**src/rtl/core/tsch_pkg.sv**
```systemverilog
// ----------------------------------------------------------------------------
// Thread scheduler package
// Shared widths, request and priority codes and the structs that pass
// between the scheduler core and its ready queues.
// ----------------------------------------------------------------------------
`timescale 1ns / 1ps
`default_nettype none

package tsch_pkg;

  localparam int TID_W       = 6;
  localparam int NUM_THREADS = 1 << TID_W;
  localparam int CNT_W       = TID_W + 1;
  localparam int PRIO_W      = 2;
  localparam int NUM_QUEUES  = 3;
  localparam int REQ_W       = 3;

  typedef logic [REQ_W-1:0]  req_t;
  typedef logic [PRIO_W-1:0] prio_t;
  typedef logic [TID_W-1:0]  tid_t;

  localparam req_t REQ_CREATE = 3'd0;
  localparam req_t REQ_YIELD  = 3'd1;
  localparam req_t REQ_PYIELD = 3'd2;
  localparam req_t REQ_FINISH = 3'd3;
  localparam req_t REQ_SETPRI = 3'd4;
  localparam req_t REQ_JOIN   = 3'd5;

  localparam prio_t PRIO_HIGH = 2'd0;
  localparam prio_t PRIO_MED  = 2'd1;
  localparam prio_t PRIO_LOW  = 2'd2;
  localparam prio_t PRIO_BAD  = 2'd3;

  typedef struct packed {
    logic  en;
    tid_t  tid;
    prio_t prio;
  } enq_t;

  typedef struct packed {
    logic [NUM_QUEUES-1:0] nonempty;
    prio_t                 top;
  } rq_stat_t;

  typedef struct packed {
    tid_t  tid;
    prio_t prio;
  } waiter_t;

endpackage

`default_nettype wire

```
**src/rtl/core/tsch_if.sv**
```systemverilog
// ----------------------------------------------------------------------------
// Scheduler channel interfaces
// Valid/ready channels for request beats and result beats.
// ----------------------------------------------------------------------------
`timescale 1ns / 1ps
`default_nettype none

interface tsch_req_if import tsch_pkg::*; ();
  logic        valid;
  logic        ready;
  logic [2:0]  req_type;
  logic [1:0]  priority_in;
  logic [5:0]  target_tid;

  modport source (output valid, req_type, priority_in, target_tid, input ready);
  modport sink (input valid, req_type, priority_in, target_tid, output ready);
endinterface

interface tsch_res_if import tsch_pkg::*; ();
  logic        valid;
  logic        ready;
  logic        status;
  logic        running_valid;
  logic [5:0]  running_tid;
  logic [5:0]  created_tid;

  modport source (output valid, status, running_valid, running_tid, created_tid,
                  input ready);
  modport sink (input valid, status, running_valid, running_tid, created_tid,
                output ready);
endinterface

`default_nettype wire

```
**src/rtl/core/tsch_rq.sv**
```systemverilog
// ----------------------------------------------------------------------------
// Ready queues
// Three circular FIFOs of thread ids in one memory, with one enqueue and
// one dequeue port; the dequeue always takes the highest non-empty queue.
// ----------------------------------------------------------------------------
`timescale 1ns / 1ps
`default_nettype none

module tsch_rq import tsch_pkg::*; (
  input  wire logic clk,
  input  wire logic rst,
  input  wire enq_t enq,
  input  wire logic deq,
  output rq_stat_t  stat,
  output tid_t      deq_tid
);

  localparam int ADDR_W = PRIO_W + TID_W;
  localparam int DEPTH  = NUM_QUEUES * NUM_THREADS;

  tid_t             store [0:DEPTH-1];
  tid_t             head  [0:NUM_QUEUES-1];
  tid_t             tail  [0:NUM_QUEUES-1];
  logic [CNT_W-1:0] count [0:NUM_QUEUES-1];
  logic [ADDR_W-1:0] wr_addr;
  logic [ADDR_W-1:0] rd_addr;

  always_comb begin
    for (int q = 0; q < NUM_QUEUES; q++) begin
      stat.nonempty[q] = (count[q] != '0);
    end
    if (stat.nonempty[0]) begin
      stat.top = PRIO_HIGH;
    end else if (stat.nonempty[1]) begin
      stat.top = PRIO_MED;
    end else begin
      stat.top = PRIO_LOW;
    end
    wr_addr = {enq.prio, tail[enq.prio]};
    rd_addr = {stat.top, head[stat.top]};
  end

  always_ff @(posedge clk) begin
    if (rst) begin
      for (int q = 0; q < NUM_QUEUES; q++) begin
        head[q]  <= '0;
        tail[q]  <= '0;
        count[q] <= '0;
      end
    end else begin
      for (int q = 0; q < NUM_QUEUES; q++) begin
        if (enq.en && enq.prio == prio_t'(q)) begin
          tail[q] <= tail[q] + 1'b1;
        end
        if (deq && stat.top == prio_t'(q)) begin
          head[q] <= head[q] + 1'b1;
        end
        count[q] <= count[q]
                    + CNT_W'(enq.en && enq.prio == prio_t'(q))
                    - CNT_W'(deq && stat.top == prio_t'(q));
      end
    end
  end

  always_ff @(posedge clk) begin
    if (enq.en) begin
      store[wr_addr] <= enq.tid;
    end
    if (deq) begin
      deq_tid <= store[rd_addr];
    end
  end

endmodule

`default_nettype wire

```
**src/rtl/core/three_level_priority_thread_scheduler_core.sv**
```systemverilog
// A request that starts no dispatch goes from the execute state straight to
// the done state, which gives its result beat. A dispatch adds the dispatch
// state, and the dispatch read state when a queue is non-empty, and a finish
// adds the finish state before them. One request is in work at a time: a new
// one is taken only when the sequencer is back in idle. Reset is synchronous:
// thread 0 runs at low priority, all queues and join entries are empty.
// ----------------------------------------------------------------------------
// Three-level priority thread scheduler
// Strict-priority dispatch from three FIFO ready queues, with a join table
// that holds one blocked waiter per target thread.
// ----------------------------------------------------------------------------
`timescale 1ns / 1ps
`default_nettype none

module three_level_priority_thread_scheduler_core import tsch_pkg::*; (
  input wire logic  clk,
  input wire logic  rst,
  tsch_req_if.sink  req,
  tsch_res_if.source res
);

  typedef enum logic [5:0] {
    S_IDLE = 6'b000001,
    S_EXEC = 6'b000010,
    S_FIN  = 6'b000100,
    S_DISP = 6'b001000,
    S_DRD  = 6'b010000,
    S_DONE = 6'b100000
  } state_t;

  state_t             state;
  req_t               req_r;
  prio_t              prio_r;
  tid_t               target_r;
  logic [CNT_W-1:0]   next_id;
  tid_t               cur_tid;
  logic               cur_valid;
  prio_t              cur_prio;
  logic [NUM_THREADS-1:0] blocked;
  logic [NUM_THREADS-1:0] join_valid;
  waiter_t            jtab [0:NUM_THREADS-1];
  waiter_t            jtab_rd;
  logic               jv_r;
  logic               err;
  logic               empty_err;
  tid_t               created;
  logic               res_valid;
  logic               res_status;
  logic               res_run_valid;
  tid_t               res_run_tid;
  tid_t               res_created;

  enq_t               enq;
  logic               deq;
  rq_stat_t           stat;
  tid_t               deq_tid;
  logic               create_ok;
  logic               pyield_go;

  tsch_rq u_rq (
    .clk     (clk),
    .rst     (rst),
    .enq     (enq),
    .deq     (deq),
    .stat    (stat),
    .deq_tid (deq_tid)
  );

  assign req.ready         = (state == S_IDLE);
  assign res.valid         = res_valid;
  assign res.status        = res_status;
  assign res.running_valid = res_run_valid;
  assign res.running_tid   = res_run_tid;
  assign res.created_tid   = res_created;

  always_comb begin
    create_ok = (next_id < CNT_W'(NUM_THREADS)) && (prio_r != PRIO_BAD);
    pyield_go = (cur_prio == PRIO_MED && stat.nonempty[0]) ||
                (cur_prio == PRIO_LOW && (stat.nonempty[0] || stat.nonempty[1]));
    enq = '0;
    deq = 1'b0;
    case (state)
      S_EXEC: begin
        case (req_r)
          REQ_CREATE: begin
            if (create_ok) begin
              enq = '{en: 1'b1, tid: next_id[TID_W-1:0], prio: prio_r};
            end
          end
          REQ_YIELD: begin
            if (cur_valid) begin
              enq = '{en: 1'b1, tid: cur_tid, prio: cur_prio};
            end
          end
          REQ_PYIELD: begin
            if (cur_valid && pyield_go) begin
              enq = '{en: 1'b1, tid: cur_tid, prio: cur_prio};
            end
          end
          default: begin
          end
        endcase
      end
      S_FIN: begin
        if (jv_r && blocked[jtab_rd.tid]) begin
          enq = '{en: 1'b1, tid: jtab_rd.tid, prio: jtab_rd.prio};
        end
      end
      S_DISP: begin
        deq = |stat.nonempty;
      end
      default: begin
      end
    endcase
  end

  always_ff @(posedge clk) begin
    if (state == S_EXEC && req_r == REQ_FINISH) begin
      jtab_rd <= jtab[cur_tid];
    end
    if (state == S_EXEC && req_r == REQ_JOIN && cur_valid && !join_valid[target_r]) begin
      jtab[target_r] <= '{tid: cur_tid, prio: cur_prio};
    end
  end

  always_ff @(posedge clk) begin
    if (rst) begin
      state      <= S_IDLE;
      next_id    <= CNT_W'(1);
      cur_tid    <= '0;
      cur_valid  <= 1'b1;
      cur_prio   <= PRIO_LOW;
      blocked    <= '0;
      join_valid <= '0;
      res_valid  <= 1'b0;
    end else begin
      if (res_valid && res.ready && state != S_DONE) begin
        res_valid <= 1'b0;
      end
      case (state)
        S_IDLE: begin
          if (req.valid) begin
            req_r     <= req.req_type;
            prio_r    <= req.priority_in;
            target_r  <= req.target_tid;
            err       <= 1'b0;
            empty_err <= 1'b0;
            created   <= '0;
            state     <= S_EXEC;
          end
        end
        S_EXEC: begin
          state <= S_DONE;
          case (req_r)
            REQ_CREATE: begin
              if (create_ok) begin
                next_id <= next_id + 1'b1;
                created <= next_id[TID_W-1:0];
              end else begin
                err <= 1'b1;
              end
            end
            REQ_YIELD: begin
              empty_err <= !cur_valid;
              state     <= S_DISP;
            end
            REQ_PYIELD: begin
              if (!cur_valid) begin
                err <= 1'b1;
              end else if (pyield_go) begin
                state <= S_DISP;
              end
            end
            REQ_FINISH: begin
              if (!cur_valid) begin
                err <= 1'b1;
              end else begin
                jv_r  <= join_valid[cur_tid];
                state <= S_FIN;
              end
            end
            REQ_SETPRI: begin
              if (!cur_valid || prio_r == PRIO_BAD) begin
                err <= 1'b1;
              end else begin
                cur_prio <= prio_r;
              end
            end
            REQ_JOIN: begin
              if (!cur_valid || join_valid[target_r]) begin
                err <= 1'b1;
              end else begin
                join_valid[target_r] <= 1'b1;
                blocked[cur_tid]     <= 1'b1;
                state                <= S_DISP;
              end
            end
            default: begin
              err <= 1'b1;
            end
          endcase
        end
        S_FIN: begin
          if (enq.en) begin
            blocked[jtab_rd.tid] <= 1'b0;
          end
          state <= S_DISP;
        end
        S_DISP: begin
          if (deq) begin
            cur_prio <= stat.top;
            state    <= S_DRD;
          end else begin
            cur_valid <= 1'b0;
            cur_tid   <= '0;
            if (empty_err) begin
              err <= 1'b1;
            end
            state <= S_DONE;
          end
        end
        S_DRD: begin
          cur_tid   <= deq_tid;
          cur_valid <= 1'b1;
          state     <= S_DONE;
        end
        S_DONE: begin
          if (!res_valid || res.ready) begin
            res_valid     <= 1'b1;
            res_status    <= err;
            res_run_valid <= cur_valid;
            res_run_tid   <= cur_valid ? cur_tid : '0;
            res_created   <= created;
            state         <= S_IDLE;
          end
        end
        default: begin
          state <= S_IDLE;
        end
      endcase
    end
  end

  a_drd_runs: assert property (@(posedge clk) disable iff (rst)
    state == S_DRD |=> cur_valid)
    else $error("dispatch read did not leave a running thread");

  a_id_bound: assert property (@(posedge clk) disable iff (rst)
    next_id <= CNT_W'(NUM_THREADS))
    else $error("thread id counter ran past the thread count");

  a_created_ok: assert property (@(posedge clk) disable iff (rst)
    res_valid && res_created != '0 |-> !res_status)
    else $error("created id reported with an error status");

  a_idle_result: assert property (@(posedge clk) disable iff (rst)
    state == S_DONE && (!res_valid || res.ready) |=> res_valid && state == S_IDLE)
    else $error("finished request did not produce a result beat");

endmodule

`default_nettype wire
```
**src/flat_wrapper.sv**
```systemverilog
// flat-port wrapper written by rule: the top's interface ports become plain ports
module three_level_priority_thread_scheduler_core_flat import tsch_pkg::*;
  (clk, rst, req_valid, req_req_type, req_priority_in, req_target_tid, req_ready, res_valid, res_status, res_running_valid, res_running_tid, res_created_tid, res_ready);
  tsch_req_if req_i ();
  tsch_res_if res_i ();
  input wire logic clk;
  input wire logic rst;
  input wire logic [$bits(req_i.valid)-1:0] req_valid;
  input wire logic [$bits(req_i.req_type)-1:0] req_req_type;
  input wire logic [$bits(req_i.priority_in)-1:0] req_priority_in;
  input wire logic [$bits(req_i.target_tid)-1:0] req_target_tid;
  output wire logic [$bits(req_i.ready)-1:0] req_ready;
  output wire logic [$bits(res_i.valid)-1:0] res_valid;
  output wire logic [$bits(res_i.status)-1:0] res_status;
  output wire logic [$bits(res_i.running_valid)-1:0] res_running_valid;
  output wire logic [$bits(res_i.running_tid)-1:0] res_running_tid;
  output wire logic [$bits(res_i.created_tid)-1:0] res_created_tid;
  input wire logic [$bits(res_i.ready)-1:0] res_ready;
  assign req_i.valid = req_valid;
  assign req_i.req_type = req_req_type;
  assign req_i.priority_in = req_priority_in;
  assign req_i.target_tid = req_target_tid;
  assign req_ready = req_i.ready;
  assign res_valid = res_i.valid;
  assign res_status = res_i.status;
  assign res_running_valid = res_i.running_valid;
  assign res_running_tid = res_i.running_tid;
  assign res_created_tid = res_i.created_tid;
  assign res_i.ready = res_ready;
  three_level_priority_thread_scheduler_core u_core (.clk(clk), .rst(rst), .req(req_i), .res(res_i));
endmodule
```
**config.mk**
```make
export PLATFORM = sky130hd
export DESIGN_NAME = three_level_priority_thread_scheduler_core_flat
export DESIGN_NICKNAME = d
export VERILOG_FILES = /design/src/rtl/core/tsch_pkg.sv /design/src/rtl/core/tsch_if.sv /design/src/rtl/core/tsch_rq.sv /design/src/rtl/core/three_level_priority_thread_scheduler_core.sv /design/src/flat_wrapper.sv
export SDC_FILE = /design/constraint.sdc
export NUM_CORES = 2
export LEC_CHECK = 0
export BUFFER_PORTS_ARGS = -buffer_cell sky130_fd_sc_hd__clkbuf_2
export CAP_MARGIN = 20
export CORE_MARGIN = 8
export CORE_UTILIZATION = 60
export CTS_CLUSTER_SIZE = 14
export DETAILED_ROUTE_END_ITERATION = 10
export PLACE_DENSITY_LB_ADDON = 0.25
export SLEW_MARGIN = 20
export SYNTH_ARGS = -nofsm -noshare
export SYNTH_HDL_FRONTEND = slang
export SYNTH_SLANG_ARGS = --single-unit
```
**constraint.sdc**
```tcl
create_clock -name clk -period 16 [get_ports clk]
set_clock_uncertainty 0.15 [all_clocks]
set_input_delay 2.4 -clock clk [delete_from_list [all_inputs] [get_ports clk]]
set_output_delay 2.4 -clock clk [all_outputs]
set_load 0.02 [all_outputs]
```
# After elaboration in Yosys (flattened, before gate mapping)
# Memory sizes are Yosys's and may differ from the RTL's. A register that Yosys moved wholly into a read port is not among the register bits.
# Cells that the tools add are included.
# word_totals
in_bits	15
ram_bits	1721
regBits	185
wordCells	244
n_memories	5
out_inout_bits	16
# op_classes
n_reduce_logical	53
bitwise_logic	15
add_sub_neg	13
order_cmp	7
muxes	94
eq_ne	38
# memory_table
name	words	width	read_ports	rd_clocked_by_memory_dff	write_ports	line_no	text
u_core.u_rq.store	192	6	1	1	1	tsch_rq.sv:21	tid_t store [0:DEPTH-1];
u_core.jtab	64	8	1	1	1	three_level_priority_thread_scheduler_core.sv:41	waiter_t jtab [0:NUM_THREADS-1];
u_core.u_rq.count	3	7	3	0	3	tsch_rq.sv:24	logic [CNT_W-1:0] count [0:NUM_QUEUES-1];
u_core.u_rq.head	3	6	4	0	3	tsch_rq.sv:22	tid_t head [0:NUM_QUEUES-1];
u_core.u_rq.tail	3	6	4	0	3	tsch_rq.sv:23	tid_t tail [0:NUM_QUEUES-1];
# ops
cell	count
64-bit 2-to-1 mux	3
64-bit bitwise OR	2
64-bit one-hot mux with 2 select lines	1
6-bit 2-to-1 mux	17
64-bit AND	1
64-bit NOT	1
1-bit 2-to-1 mux	44
6-bit by 1-bit adder with 6-bit output (second input constant)	6
9-bit 2-to-1 mux	4
6-bit one-hot mux with 6 select lines	1
9-bit one-hot mux with 3 select lines	1
2-bit inequality test (second input constant)	12
6-bit one-hot mux with 2 select lines	2
6-bit one-hot mux with 4 select lines	1
7-bit by 1-bit adder with 7-bit output	3
6-bit by 7-bit less-than comparator with 1-bit output (second input constant)	3
7-bit 2-to-1 mux	3
7-bit nonzero test	3
7-bit by 1-bit subtractor with 7-bit output	3
1-bit logical AND	20
1-bit binary-select mux with 6-bit select	3
1-bit demux with 6-bit select	3
6-bit by 1-bit >= comparator with 1-bit output (second input constant)	3
9-bit one-hot mux with 2 select lines	1
other kinds (36)	79

# Logic depth before layout (Yosys ltp)
# depth
ltp_word	14
mapped_depth	22
depth_no_buf	19

# Cells and area by module
# A second synthesis with hierarchy kept.
# unflattened
cells_unflattened	5768
area_unflattened_um2	78740.5
# modules_own_cells
mod	area_each_um2	cells_per_inst	n_inst	seq_area_each_um2
tsch_rq	50158.1	3675	1	36274.8
three_level_priority_thread_scheduler_core	28582.4	2093	1	19658.9

# Worst setup path before layout
# OpenSTA, ideal clock, no wires.
# synth_timing
path_kind	reg-to-reg
from	register u_core.cur_prio[1]
to	memory u_core.u_rq.store[0][4] (netlist name), data pin
arrival_ps	9631
stages_incl_launch_ff	7
setup_slack_ps	4527
n_path_buf	1
setup_ps	1692
synth_period_minus_slack_ps	11473
required_time_ps	14158
cell_sequence	dfxtp_1 -> nand2b_1 -> a2111oi_1 -> o31a_1 -> buf_2 -> a22oi_1 -> o21ai_0
# synth_rtl
item	line_no	text
start, declared	three_level_priority_thread_scheduler_core.sv:38	prio_t cur_prio;
start signal, assigned	three_level_priority_thread_scheduler_core.sv:186	cur_prio <= prio_r;
start signal, assigned	three_level_priority_thread_scheduler_core.sv:211	cur_prio <= stat.top;
end, declared	tsch_rq.sv:21	

# Worst setup path in the final report
# layout_timing
from	register u_core.jtab_rd[4] (netlist name)
to	memory u_core.u_rq.store[156][3] (netlist name) (enable)
# layout_between
elab_chain_cells	7
elab_cells_between_ends	8
classes_between	mux (6); reduce/logical (1); memory (1)
# layout_lines
item	line_no	text
1-bit binary-select mux with 6-bit select (*)	three_level_priority_thread_scheduler_core.sv:105	if (jv_r && blocked[jtab_rd.tid]) begin
1-bit 2-to-1 mux (implied by the code) (*)	three_level_priority_thread_scheduler_core.sv:105	
1-bit logical AND (*)	three_level_priority_thread_scheduler_core.sv:105	
9-bit 2-to-1 mux (*)	three_level_priority_thread_scheduler_core.sv:105	
9-bit one-hot mux with 2 select lines (*)	three_level_priority_thread_scheduler_core.sv:82	case (state)
branches (longest 2 deep; another with memory 3 x 6 bit)	--	
# Every way passes the cells marked *. The select of a mux whose other input is x is not followed.

==> summary.txt <==
Core ar.: 129000 um2
GPL Wtd Cong: 0.922
number of global-route vias before repair: 48100
Pleak: 27.8 nW
synthesized area per cell: 13.7 um2
routed via count: 50200
Crit path required time: 16310 ps
GRT Overall Usage: 0.287
remaining global-route overflow: 0
# Post-CTS Setup Buffers: 0
# clock sinks: 1920
setup TNS: 0 ps
Setup crit start: u_core.jtab_rd[4]$_DFFE_PP_
CTS Buf Count: 183
Startpoint Class: flop
Clock transition at path regs: 70 ps
critical path class: flop to flop
Synthesized Nets: 5731
DRT Pass-1 Iters: 5
outcome: finished, final reports clean
Clock Tree Buf Depth: 3
Initial DRC Count: 6776
layout net count: 5660
RSZ-0062 raised after global routing: no
Reg2Reg Setup Slack: 9800 ps
Setup crit end kind: flop
#FFs+latches synth: 1920
Port Buffer Count: 30
Worst Hold Slack: 277 ps
Internal Power: 7.96 mW
Resized Gates After CTS: 0
Flop pwr share: 0.530
Clk network pwr share: 0.420
crit path max fanout: 32
Final min period: 6200 ps
area growth from synthesis to layout: 10.1%
Post-Syn Area: 77900 um2
Power Density: 119 nW/um2
Synth Warn #: 0
number of cells on the worst reg-to-reg path: 11
first-pass GRT wire length: 307000 um
fmax: 161 MHz
Setup crit end: u_core.u_rq.store[156][3]$_DFFE_PP_
multi-input logic area: 20400 um2
Synth cell types: 101
CTS H-tree lvls: 4
largest net degree at the start of global routing: 205
DIE AREA: 142000 um2
Post-CTS Hold Fix Bufs: 0
DR vias/cell: 6.69
Post-DP HPWL: 123000 um
Hold Crit Class: flop to flop
Antenna Cells: 0
Comb pwr share: 0.050
Syn Inst Count: 5679
Max VDD drop: 0.000124 V
Primary FF master, synth: edfxtp_1
Die Ht: 376 um
Area contributors post-synth: edfxtp_1, dfxtp_1, nand2_1
fill count: 9059
initial antenna violation count: 6
switching portion of total power: 0.220
layout cells sized above 1: 0.0969
Site Rows: 132
worst flop-to-flop path endpoint: u_core.u_rq.store[156][3]$_DFFE_PP_
routed wire length: 209000 um
clk_lat worst skew: 830 ps
Slew Limit Fails: 0
Sw Pwr: 2.24 mW
relative slew slack: 0.208
top-level I/O count: 31
Horiz. Die Dim: 376 um
R2R Path Start: u_core.jtab_rd[4]$_DFFE_PP_
Slew @ Worst Pin: 1180 ps
FFs w/ async S/R, synth: 0
wire length per cell: 27.8 um
Reg area: 55900 um2
initial core utilization: 0.603
post-synthesis sequential area ratio: 0.718
final setup fails: 0
fin crit share: 0.388
Max Cap Viol: 0
clock root buffer: clkbuf_16
Synth area leader: edfxtp_1
Final ANT Viol Nets: 0
drc violations: 0
Synth top area share: 0.674
Post-synth EDFFs: 1748
Hold Violations, Final: 0
Critical Path AT: 6510 ps
clock tree from TritonCTS: done
## state kept, by name, summed over array words and instances, names as in the netlist, 2 cells and up
signal	flops
u_core.res.created_tid	6
u_core.jtab_rd	8
u_core.jtab	512
u_core.state	6
u_core.u_rq.tail	18
u_core.u_rq.count	21
u_core.u_rq.deq_tid	6
u_core.u_rq.head	18
u_core.req_r	3
u_core.u_rq.store	1152
u_core.cur_tid	6
u_core.created	6
u_core.prio_r	2
u_core.next_id	7
u_core.blocked	64
u_core.cur_prio	2
u_core.target_r	6
u_core.join_valid	64
u_core.res.running_tid	6
## layout by cell type (no fill, tap or decap), types with 52 or more instances in the layout
cell type / instances
edfxtp_1: 1748
nand2_1: 848
nand3_1: 337
nor2_1: 270
a22oi_1: 269
mux2i_1: 211
a21oi_1: 204
clkbuf_16: 188
dfxtp_1: 164
nand4_1: 163
nor3_1: 135
buf_4: 97
a31oi_1: 78
o21ai_0: 73
nor3_2: 52
## critical path, stage by stage (launching register included)
cell and delay, ps:
edfxtp_1 810, nor2b_1 360, a221o_1 380, a22oi_1 170, o22ai_1 170, nor4_2 930
o211ai_1 320, a31o_2 300, buf_4 340, or3_1 730, buf_4 380, nor3_1 740
## worst min-delay path by stage
stage	from	end	slack, ps	depth (start not counted)
floorplan	u_core.created[0]$_SDFFCE_PN0P_	u_core.res.created_tid[0]$_DFFE_PP_	250	0
global placement	u_core.created[4]$_SDFFCE_PN0P_	u_core.res.created_tid[4]$_DFFE_PP_	260	0
detailed placement	u_core.created[4]$_SDFFCE_PN0P_	u_core.res.created_tid[4]$_DFFE_PP_	260	0
CTS	u_core.created[4]$_SDFFCE_PN0P_	u_core.res.created_tid[4]$_DFFE_PP_	280	0
global route	u_core.created[1]$_SDFFCE_PN0P_	u_core.res.created_tid[1]$_DFFE_PP_	280	0
finish	u_core.created[4]$_SDFFCE_PN0P_	u_core.res.created_tid[4]$_DFFE_PP_	280	0
## cell type report
type,instances,area share
clock buffer,238,0.0574
clock inverter,97,0.0115
sequential,1920,0.653
multi-input combinational,3317,0.238
timing repair buffer,135,0.0124
inverter,51,0.00223
tap,1742,0.0254
## cells by family (layout without fill, tap and decap cells)
family / Yosys count / count (layout) / synth area share
and+or+nand+nor: 2006 / 2006 / 0.122
adders and majority gates: 37 / 37 / 0.00624
xor gates and xnor gates: 46 / 46 / 0.00518
muxes: 242 / 242 / 0.0344
DFF: 1920 / 1920 / 0.718
buffers and inverters: 442 / 521 / 0.0235
AOI/OAI and AO/OA: 986 / 986 / 0.0901
## metal layers
metal / GRT usage / part of all wire / vias up
met4: 0.146 / 0.057 / 6
li1: - / - / 21700
met5: 0 / 0.00019 / -
met3: 0.0574 / 0.10 / 608
met2: 0.454 / 0.47 / 3192
met1: 0.381 / 0.38 / 24700
## per-stage QoR
stage               total power [mW]   util  cells  setup slack [ps]  area [um2]
finish                          10.2  0.663   7500              9800       85700
global route                    10.4  0.663   7500              9600       85700
CTS                             10.2  0.663   7498              9970       85600
detailed placement              6.01  0.617   7163              9950       79700
global placement                6.00  0.617   7161              9860       79700
floorplan                       5.84      -   5679              4530       77900
## power groups by stage
| stage | combinational [mW] | clock, mW | sequential [mW] |
|---|---|---|---|
| floorplan | 0.326 | 0 | 5.51 |
| global placement | 0.482 | 0 | 5.52 |
| detailed placement | 0.491 | 0 | 5.52 |
| CTS | 0.493 | 4.31 | 5.41 |
| global route | 0.534 | 4.50 | 5.41 |
| finish | 0.505 | 4.29 | 5.41 |
## cells in the mapped netlist (24+ instances only)
cell       count
nand4_1      163
a31oi_1       81
o2111ai_1     25
a311oi_1      24
inv_1         51
buf_2         67
nand3_1      339
a21oi_1      204
nand2_1      848
ha_1          34
clkbuf_1     260
a221oi_1      47
and2_1        27
a211oi_1      34
xnor2_1       27
nor3_2        49
nor2_1       280
o21ai_0       79
a32oi_1       49
nor3_1       139
buf_1         47
a22o_1        33
and3_1        27
mux2i_1      211
dfxtp_1      172
a22oi_1      269
edfxtp_1    1748
Power figures use the tool's default switching activity.
